--- src/hdl/lop_pkg.sv ---
// ----------------------------------------------------------------------------
// lop_pkg: shared types, constants and tables for last_digits_of_power
// Holds the field widths, the Barrett constants for each power of ten and
// the command and status words between the controller and the datapath.
// ----------------------------------------------------------------------------
package lop_pkg;

  localparam int BASE_W            = 30;
  localparam int RES_W             = 30;
  localparam int DIGIT_W           = 4;
  localparam int MAX_DIGITS        = 9;
  localparam int EXPONENT_BITS_DEF = 60;
  localparam int MOD_W             = 30;
  localparam int MU_W              = 31;
  localparam int SHIFT_W           = 5;
  localparam int PROD_W            = 2 * MOD_W;
  localparam int RED_CNT_W         = $clog2(BASE_W);

  typedef struct packed {
    logic load;
    logic red_step;
    logic mm_start;
    logic mul_base;
    logic exp_shift;
    logic out_load;
  } cmd_t;

  typedef struct packed {
    logic exp_msb;
    logic mm_done;
  } sts_t;

  function automatic logic [DIGIT_W-1:0] clamp_digits(input logic [DIGIT_W-1:0] k);
    logic [DIGIT_W-1:0] kc;
    kc = k;
    if (k == '0) begin
      kc = DIGIT_W'(1);
    end else if (k > DIGIT_W'(MAX_DIGITS)) begin
      kc = DIGIT_W'(MAX_DIGITS);
    end
    return kc;
  endfunction

  function automatic logic [MOD_W-1:0] ten_pow(input logic [DIGIT_W-1:0] k);
    logic [MOD_W-1:0] m;
    unique case (k)
      4'd2:    m = 30'd100;
      4'd3:    m = 30'd1000;
      4'd4:    m = 30'd10000;
      4'd5:    m = 30'd100000;
      4'd6:    m = 30'd1000000;
      4'd7:    m = 30'd10000000;
      4'd8:    m = 30'd100000000;
      4'd9:    m = 30'd1000000000;
      default: m = 30'd10;
    endcase
    return m;
  endfunction

  // Bit length n of the modulus, so that 2^(n-1) <= m < 2^n.
  function automatic logic [SHIFT_W-1:0] barrett_n(input logic [DIGIT_W-1:0] k);
    logic [SHIFT_W-1:0] n;
    unique case (k)
      4'd2:    n = 5'd7;
      4'd3:    n = 5'd10;
      4'd4:    n = 5'd14;
      4'd5:    n = 5'd17;
      4'd6:    n = 5'd20;
      4'd7:    n = 5'd24;
      4'd8:    n = 5'd27;
      4'd9:    n = 5'd30;
      default: n = 5'd4;
    endcase
    return n;
  endfunction

  // Reciprocal floor(4^n / m).
  function automatic logic [MU_W-1:0] barrett_mu(input logic [DIGIT_W-1:0] k);
    logic [MU_W-1:0] mu;
    unique case (k)
      4'd2:    mu = 31'd163;
      4'd3:    mu = 31'd1048;
      4'd4:    mu = 31'd26843;
      4'd5:    mu = 31'd171798;
      4'd6:    mu = 31'd1099511;
      4'd7:    mu = 31'd28147497;
      4'd8:    mu = 31'd180143985;
      4'd9:    mu = 31'd1152921504;
      default: mu = 31'd25;
    endcase
    return mu;
  endfunction

endpackage

--- src/hdl/lop_ctrl.sv ---
// ----------------------------------------------------------------------------
// lop_ctrl: controller for last_digits_of_power
// Sequences the base reduction and the square-and-multiply scan over the
// exponent, and owns the handshakes of both channels.
// ----------------------------------------------------------------------------
module lop_ctrl #(
  parameter int EXPONENT_BITS = lop_pkg::EXPONENT_BITS_DEF
) (
  input  logic          clk,
  input  logic          rst_n,
  input  logic          in_valid,
  output logic          in_stall,
  output logic          out_valid,
  input  logic          out_stall,
  output lop_pkg::cmd_t cmd,
  input  lop_pkg::sts_t sts
);
  import lop_pkg::*;

  localparam int BC_W = $clog2(EXPONENT_BITS + 1);

  localparam logic [2:0] S_IDLE   = 3'd0;
  localparam logic [2:0] S_REDUCE = 3'd1;
  localparam logic [2:0] S_SQ     = 3'd2;
  localparam logic [2:0] S_SQ_W   = 3'd3;
  localparam logic [2:0] S_MUL    = 3'd4;
  localparam logic [2:0] S_MUL_W  = 3'd5;
  localparam logic [2:0] S_FINISH = 3'd6;

  logic [2:0]           state_r, state_nxt;
  logic [RED_CNT_W-1:0] red_cnt_r, red_cnt_nxt;
  logic [BC_W-1:0]      bit_cnt_r, bit_cnt_nxt;
  logic                 out_valid_r, out_valid_nxt;

  always_comb begin
    state_nxt     = state_r;
    red_cnt_nxt   = red_cnt_r;
    bit_cnt_nxt   = bit_cnt_r;
    out_valid_nxt = out_valid_r && out_stall;
    cmd           = '0;
    unique case (state_r)
      S_IDLE: begin
        if (in_valid) begin
          cmd.load    = 1'b1;
          red_cnt_nxt = RED_CNT_W'(BASE_W - 1);
          state_nxt   = S_REDUCE;
        end
      end
      S_REDUCE: begin
        cmd.red_step = 1'b1;
        if (red_cnt_r == '0) begin
          bit_cnt_nxt = BC_W'(EXPONENT_BITS);
          state_nxt   = S_SQ;
        end else begin
          red_cnt_nxt = red_cnt_r - RED_CNT_W'(1);
        end
      end
      S_SQ: begin
        cmd.mm_start = 1'b1;
        state_nxt    = S_SQ_W;
      end
      S_SQ_W: begin
        if (sts.mm_done) begin
          if (sts.exp_msb) begin
            state_nxt = S_MUL;
          end else begin
            cmd.exp_shift = 1'b1;
            bit_cnt_nxt   = bit_cnt_r - BC_W'(1);
            state_nxt     = (bit_cnt_r == BC_W'(1)) ? S_FINISH : S_SQ;
          end
        end
      end
      S_MUL: begin
        cmd.mm_start = 1'b1;
        cmd.mul_base = 1'b1;
        state_nxt    = S_MUL_W;
      end
      S_MUL_W: begin
        if (sts.mm_done) begin
          cmd.exp_shift = 1'b1;
          bit_cnt_nxt   = bit_cnt_r - BC_W'(1);
          state_nxt     = (bit_cnt_r == BC_W'(1)) ? S_FINISH : S_SQ;
        end
      end
      S_FINISH: begin
        if (!out_valid_r || !out_stall) begin
          cmd.out_load  = 1'b1;
          out_valid_nxt = 1'b1;
          state_nxt     = S_IDLE;
        end
      end
      default: begin
        state_nxt = S_IDLE;
      end
    endcase
  end

  always_ff @(posedge clk) begin
    if (!rst_n) begin
      state_r     <= S_IDLE;
      red_cnt_r   <= '0;
      bit_cnt_r   <= '0;
      out_valid_r <= 1'b0;
    end else begin
      state_r     <= state_nxt;
      red_cnt_r   <= red_cnt_nxt;
      bit_cnt_r   <= bit_cnt_nxt;
      out_valid_r <= out_valid_nxt;
    end
  end

  assign in_stall  = (state_r != S_IDLE);
  assign out_valid = out_valid_r;

`ifndef ASSERT_OFF
  a_no_overwrite: assert property (@(posedge clk) disable iff (!rst_n)
    cmd.out_load |-> !(out_valid_r && out_stall))
    else $error("A pending result word would be overwritten.");

  a_done_expected: assert property (@(posedge clk) disable iff (!rst_n)
    sts.mm_done |-> (state_r == S_SQ_W || state_r == S_MUL_W))
    else $error("Multiplier finished while the controller was not waiting.");
`endif

endmodule
--- config.mk ---
export PLATFORM = sky130hd
export DESIGN_NAME = lop_ctrl
export DESIGN_NICKNAME = d
export VERILOG_FILES = /design/src/hdl/lop_pkg.sv /design/src/hdl/lop_ctrl.sv
export SDC_FILE = /design/constraint.sdc
export NUM_CORES = 1
export LEC_CHECK = 0
export BUFFER_PORTS_ARGS = -buffer_cell sky130_fd_sc_hd__buf_2
export CORE_ASPECT_RATIO = 1.4
export CORE_UTILIZATION = 50
export DETAILED_ROUTE_END_ITERATION = 8
export PLACE_DENSITY = 0.81
export SETUP_SLACK_MARGIN = 0.05
export SYNTH_ARGS = -nofsm -noshare
export SYNTH_HDL_FRONTEND = slang
export SYNTH_SLANG_ARGS = --single-unit
--- constraint.sdc ---
create_clock -name clk -period 1.96 [get_ports clk]
set_clock_uncertainty 0.15 [all_clocks]
set_input_delay 0.49 -clock clk [delete_from_list [all_inputs] [get_ports clk]]
set_output_delay 0.49 -clock clk [all_outputs]
set_load 0.01 [all_outputs]
* Yosys cells after proc, flatten, opt, wreduce, memory -nomap -nowiden
Cells that the tools add are included.
** Cells by class
- Mux-type cells :: 29
- Equal/unequal tests :: 14
- Reduce and logical (&&, ||, !) cells :: 13
- Add/sub/neg operators :: 2
** Operator list (number)
- 6-bit two-way mux :: 4
- 3-bit two-way mux :: 7
- 3-bit case mux with 7 select lines :: 1
- 6-bit case mux with 3 select lines :: 1
- 2-bit inequality test (second input constant) :: 7
- 1-bit two-way mux :: 12
- 5-bit two-way mux :: 2
- 5-bit case mux with 2 select lines :: 1
- 5-bit AND reduction :: 2
- 3-bit == test (second input constant) :: 3
- 3-bit by 2-bit == test with 1-bit output (second input constant) :: 2
- 6-bit by 1-bit == test with 1-bit output (second input constant) :: 1
- 3-bit nonzero test :: 2
- 6-bit by 1-bit subtractor with 6-bit output (second input constant) :: 1
- 5-bit logical NOT :: 1
- 5-bit by 1-bit subtractor with 5-bit output (second input constant) :: 1
- 3-bit by 1-bit == test with 1-bit output (second input constant) :: 1
- 3-bit logical NOT :: 1
- 3-bit AND reduction :: 1
- 1-bit logical NOT :: 2
- 1-bit case mux with 2 select lines :: 1
- 2-bit nonzero test :: 1
- 2-bit OR reduction :: 1
- 1-bit logical AND :: 1
- 1-bit logical OR :: 1
** Word-level totals
- Register bits :: 15
- Logic and storage cells :: 62
- Input bits :: 6
- Output and inout port bits :: 8

* Longest topological paths before layout
Gate-level depths: netlist of run 1.
- Word-level depth :: 5
- Gate-level depth with buffers :: 7
- Depth with buffers taken out :: 6

* Worst setup path before layout of run 1
Ideal clock, no wire load.
- Path type :: input to output
- Start :: input port sts[1] (netlist bit)
- End :: output port cmd[1] (netlist bit)
- Data arrival time :: 1.326 ns
- Stages on the path :: 2
- Buffers on the path :: 0
- Setup slack :: -0.006 ns
- Data required time :: 1.320 ns
- Cells stage by stage :: or3b_2 -> a211oi_4
** RTL lines
- start, declared :: line lop_ctrl.sv:16 : input lop_pkg::sts_t sts
- end, declared :: line lop_ctrl.sv:15 : output lop_pkg::cmd_t cmd,

* Worst setup path after layout of run 1
- Start :: register state_r[1]
- End :: output port in_stall
** Between the ends
- Cells in the longest elaborated chain, start to end :: 1
** Ends and longest elaborated chain
- start, declared :: line lop_ctrl.sv:30 : logic [2:0] state_r, state_nxt;
- start signal, assigned :: line lop_ctrl.sv:105 : state_r <= state_nxt;
- 3-bit nonzero test :: line lop_ctrl.sv:112 : assign in_stall = (state_r != S_IDLE);
- end, declared :: line lop_ctrl.sv:12 : output logic in_stall,
No other way between the ends.

==> run summary, run 1 <==
Ports: 14
Switching Share: 0.430
Hold_ws: 0.330 ns
Post-layout util: 0.741
Clock buffer depth: 2
PnR worst setup slack: -0.0945 ns
CTS buffer count: 3
Asr flop ratio synth: 0
Worst Setup End Kind: primary output
Critical Path Start: state_r[1]$_SDFFE_PN0P_
Busiest grt layer: met2
Via count: 1,023
Placed Cells: 155
Initial Utilization: 0.544
Port buffer count: 13
Grt ovf: 0
# hold bufs at CTS: 0
TritonRoute pass-1 iters: 4
Top_reg_cell synth: dfxtp_1
First-pass GRT wire length: 3.92 mm
Peak supply drop: 1.16 mV
Largest net degree at the start of global routing: 15
Fillers: 132
Antenna violations before repair: 0
Number of global-route vias before repair: 976
P_int: 1.42 mW
RSZ-0062 raised after global routing: yes
Non-filler cells, final: 171
Core area: 1800 sq um
Row count: 18
Synth Cell Area: 980 sq um
Post-layout min period: 2.05 ns
Net switching power: 1.07 mW
Post-synth EDFFs: 0
Worst setup SP type: flip-flop
Cells after synthesis: 116
Status: finished with violations
Max Transition Viols Final: 0
HP Class: flip-flop to flip-flop
Routed WL: 2.69 mm
# DRC: 0
Most frequent cells in the layout: 22 x buf_4, 13 x buf_2, 11 x a21oi_1, 11 x dfxtp_1, 9 x nor2_1
Clk pwr share: 0.071
WHS Path Cells: 2
Sequential Power Share: 0.226
Die Wd: 39.4 um
Antenna cell count: 0
DR vias/cell: 5.98
Post-place setup slack: -0.0408 ns
LEAKAGE: 0.540 nW
Mapped Nets: 125
Hold Vio Cnt, Final: 0
Die ar.: 2140 sq um
Post-DRT Antenna Nets: 0
CP required: 1.32 ns
Failing checks: setup timing
Max Cap Viol: 0
Final period util: 1.05
Reg-to-reg critical path startpoint: red_cnt_r[0]$_SDFFE_PN0P_
Root Driver: clkbuf_4
Syn avg cell area: 8.45 sq um
GPL Wtd Cong: 0.790
Flop-to-flop setup slack: 0.01 ns
Met2 Use GR: 0.464
Total power: 2.49 mW
HPWL Detailed: 1.72 mm
Layout cell share with drive strength beyond 1: 0.424
Pwr per Cell Area: 1860 nW/um^2
Logic pwr share: 0.704
Area growth syn-to-layout: 36.3%
Die height: 54.4 um
Synth unique cells: 49
Worst-margin pin slew: 0.481 ns
H-tree depth: 1
Clk Latency, worst-skew pair: 0.28 ns
Syn. warnings: 0
Hold_sp: bit_cnt_r[1]$_SDFFE_PN0P_
Final setup violation count: 2
Crit Path Max Fanout: 7
Iter 0 DRT Violations: 28
Met3 usage: 0.0122
GR Util met1: 0.297
Seq cells post-synth: 15
Seq/Total Area, Yosys: 0.307
Final Net Count: 161
GR Util All Layers: 0.263
Crit Path Class: flip-flop to primary output
WP data arrival: 1.41 ns
Routed wire per std cell: 15.7 um
Crit Reg-Reg Endpoint: state_r[2]$_SDFFE_PN0P_
Worst Reg-to-Reg Cells: 7
Hold Crit Endpoint: bit_cnt_r[1]$_SDFFE_PN0P_
Slew HR: 0.676
Fmax: 487 MHz
Clock sinks: 15
CTS tree: yes
Commonest non-fill, non-tap cell in the layout: buf_4
Reg clk slew, reported paths: 0.09 ns
-- Yosys cell counts, types with 2 or more instances --
master / n / area [sq um]
nand3b_1: 2 / 15.0
o21ai_0: 5 / 25.0
nor3b_1: 2 / 15.0
buf_4: 3 / 22.5
a21oi_1: 11 / 55.1
a311oi_1: 2 / 17.5
nor3_1: 3 / 15.0
nand3_1: 4 / 20.0
dfxtp_1: 15 / 300
inv_1: 8 / 30.0
a41oi_1: 3 / 26.3
ha_1: 3 / 37.5
nor2_1: 9 / 33.8
buf_2: 2 / 10.0
nand2_1: 8 / 30.0
a221oi_1: 2 / 17.5
o211ai_1: 2 / 15.0
-- cells by family after synthesis --
group           share of synthesized area
compound gates                      0.319
xor+xnor                           0.0179
fa+ha+maj                          0.0383
buf+inv                            0.0830
flops                               0.307
mux                                0.0102
simple gates                        0.225
-- routing by layer --
metal	up-vias	share of wire	wire length (um)
li1	501	-	-
met1	495	0.40	1070
met2	19	0.56	1490
met3	8	0.020	54
met4	0	0.025	66
met5	-	0	0
-- registers in the layout, indices dropped and copies added, names as in the netlist --
register	count
state_r	3
red_cnt_r	5
out_valid	1
bit_cnt_r	6
-- how the worst max path moves through the flow --
stage / to / cells past startpoint / slack, ns
after floorplan: bit_cnt_r[1]$_SDFFE_PN0P_ / 7 / 0.06
after global placement: cmd[1] / 4 / -0.04
after detailed placement: cmd[1] / 4 / -0.04
after CTS: cmd[1] / 3 / -0.11
after global routing: cmd[1] / 3 / -0.15
final: in_stall / 4 / -0.09
-- worst max-delay path, stage by stage, from the launching register on --
cell     delay (ns)
dfxtp_4        0.36
buf_4          0.16
buf_6          0.13
or3_1          0.34
buf_2          0.14
-- area by class of cell --
class | count | area [sq um] | area share
multi-input combinational | 85 | 678 | 0.508
sequential | 15 | 308 | 0.231
timing repair buffer | 38 | 264 | 0.198
inverter | 9 | 33.8 | 0.0253
clock buffer | 4 | 26.3 | 0.0197
tap | 20 | 25.0 | 0.0187
-- per-stage QoR --
| stage | setup TNS, ns | area (sq um) |
|---|---|---|
| final | -0.186 | 1340 |
| after global routing | -0.438 | 1340 |
| after CTS | -0.212 | 1260 |
| after detailed placement | -0.0408 | 1130 |
| after global placement | -0.0353 | 1130 |
| after floorplan | 0 | 988 |
-- repair_timing --
action,in CTS,in global routing
cloned,0,0
setup endpoints to repair,12,17
pin swaps,5,6
gates resized for setup,13,7
buffers inserted,7,5
-- power groups by stage --
stage                     clock (mW)  sequential [mW]  combinational, mW
after floorplan                    0            0.498              0.985
after global placement             0            0.541               1.24
after detailed placement           0            0.553               1.28
after CTS                      0.179            0.549               1.52
after global routing           0.197            0.576               1.88
final                          0.176            0.561               1.75
No activity file was read; power rests on OpenSTA's default activity.
==> run 2: changes to the inputs <==
--- a/config.mk
+++ b/config.mk
@@ -6,10 +6,10 @@
 export NUM_CORES = 1
 export LEC_CHECK = 0
 export BUFFER_PORTS_ARGS = -buffer_cell sky130_fd_sc_hd__buf_2
-export CORE_ASPECT_RATIO = 1.4
-export CORE_UTILIZATION = 50
+export CORE_UTILIZATION = 58
+export CTS_BUF_LIST = sky130_fd_sc_hd__clkbuf_2 sky130_fd_sc_hd__clkbuf_4 sky130_fd_sc_hd__clkbuf_8
 export DETAILED_ROUTE_END_ITERATION = 8
-export PLACE_DENSITY = 0.81
+export PLACE_DENSITY = 0.88
 export SETUP_SLACK_MARGIN = 0.05
 export SYNTH_ARGS = -nofsm -noshare
 export SYNTH_HDL_FRONTEND = slang
==> constraint.sdc (replaced) <==
create_clock -name clk -period 2.2 [get_ports clk]
set_clock_uncertainty 0.15 [all_clocks]
set_input_delay 0.55 -clock clk [delete_from_list [all_inputs] [get_ports clk]]
set_output_delay 0.55 -clock clk [all_outputs]
set_load 0.01 [all_outputs]
==> run summary, run 2 (synthesis results as in run 1) <==
Clock buffer depth: 2
Max Cap Viol: 0
Antenna violations before repair: 0
Post-DP Area: 1060 sq um
Pwr per Cell Area: 1540 nW/um^2
Fillers: 115
Hold Vio Cnt, Final: 0
H-tree depth: 1
Crit-path max cell delay: 0.38 ns
Iter 0 DRT Violations: 30
LEAKAGE: 0.441 nW
Post-CTS Setup Repair Bufs: 0
Row count: 14
HPWL Detailed: 1.57 mm
Ports: 14
Status: finished, final reports clean
Worst setup SP type: input port
Core area: 1540 sq um
Post-DRT Antenna Nets: 0
Clk Latency, worst-skew pair: 0.29 ns
Layout cell share with drive strength beyond 1: 0.295
Clock sinks: 15
Placed Cells: 144
Max Transition Viols Final: 0
# hold bufs at CTS: 0
Post-layout min period: 2.14 ns
Initial Utilization: 0.636
Routed wire per std cell: 14.9 um
Die ar.: 1860 sq um
GR Util All Layers: 0.259
Most flops, register: bit_cnt_r
Post-place setup slack: -0.0546 ns
Max reg flops: 6
CP Buf/Inv Count: 2
Final setup violation count: 0
CP required: 1.50 ns
Multi-input gate area: 631 sq um
RSZ-0062 raised after global routing: yes
Crit Path Max Fanout: 2
Peak supply drop: 0.766 mV
CTS tree: yes
PnR worst setup slack: 0.0638 ns
Crit Path Class: input port to primary output
Post-layout util: 0.734
Area growth syn-to-layout: 15.5%
Routed WL: 2.21 mm
Reg clk slew, reported paths: 0.08 ns
CTS buffer count: 3
WP data arrival: 1.44 ns
CP Cell Sequence: buf_2 > or3b_4 > a211oi_4 > buf_2
TritonRoute pass-1 iters: 4
Design area: 1130 sq um
Final period util: 0.971
Antenna cell count: 0
Grt ovf: 0
Port buffer count: 13
Die Wd: 43.1 um
Root Driver: clkbuf_4
Most frequent cells in the layout: 13 x dfxtp_1, 13 x buf_2, 11 x a21oi_1
# DRC: 0
Most used cell, CP: buf_2
HP Class: flip-flop to flip-flop
Hold_ws: 0.329 ns
Via count: 938
GPL Wtd Cong: 0.899
Slew HR: 0.749
Die height: 43.1 um
Worst Setup End Kind: primary output
Largest net degree at the start of global routing: 20
Final Net Count: 142
Worst-margin pin slew: 0.371 ns
Fmax: 468 MHz
Sequential Area: 303 sq um
Non-filler cells, final: 148
Biggest regs: bit_cnt_r x6, red_cnt_r x5, state_r x3
Slowest CP cell: or3b_4
First-pass GRT wire length: 3.64 mm
Crit-path leading delay family: simple AND/OR/NAND/NOR gates
Number of global-route vias before repair: 853
DR vias/cell: 6.34
==> run 2: cell types whose count changed in the layout (fill, tap and decap cells not counted), sizes merged <==
cell,change
buf,-19
==> run 2: worst paths after layout <==
path	from	to	slack, ns	cells past startpoint
max	sts[1]	cmd[1]	0.06	4
min	bit_cnt_r[1]$_SDFFE_PN0P_	bit_cnt_r[1]$_SDFFE_PN0P_	0.33	2
max reg2reg	red_cnt_r[0]$_SDFFE_PN0P_	bit_cnt_r[3]$_SDFFE_PN0P_	0.12	6
min reg2reg	bit_cnt_r[1]$_SDFFE_PN0P_	bit_cnt_r[1]$_SDFFE_PN0P_	0.33	2
==> run 2: where the power goes <==
group,switching [mW],internal (mW),total (mW),leakage [nW]
sequential,0.102,0.379,0.481,0.124
clock,0.0882,0.0827,0.171,0.0184
combinational,0.597,0.489,1.09,0.298
==> run 2: timing repair <==
item,in CTS,in global routing
resized for setup,2,7
setup endpoints to repair,1,5
pin swaps,1,0
cloned,0,0
==> run 2: area by class of cell <==
type | instances | area share
multi-input combinational | 85 | 0.558
sequential | 15 | 0.268
inverter | 9 | 0.0299
clock buffer | 4 | 0.0265
tap | 16 | 0.0177
timing repair buffer | 19 | 0.101
==> run 2: stage by stage <==
step	total power [mW]	TNS (ns)
5_1_grt	1.88	0
3_5_place_dp	1.50	-0.0546
2_1_floorplan	1.31	0
3_3_place_gp	1.45	-0.0726
4_1_cts	1.69	0
6_report	1.74	0
==> run 2: per-layer routing <==
layer	global-route usage	wire, um	vias up
met4	0.0909	43	0
li1	-	-	462
met1	0.353	1010	439
met2	0.403	1030	31
met3	0.0511	124	6
met5	0	0	-
==> run 2: worst reg2reg max path: cells and delay by family, from the launching register on <==
kind / cells / cell delay (ns)
buf+inv: 1 / 0.09
fa+ha+maj: 1 / 0.20
simple gates: 1 / 0.53
compound gates: 3 / 0.70
flops: 1 / 0.31
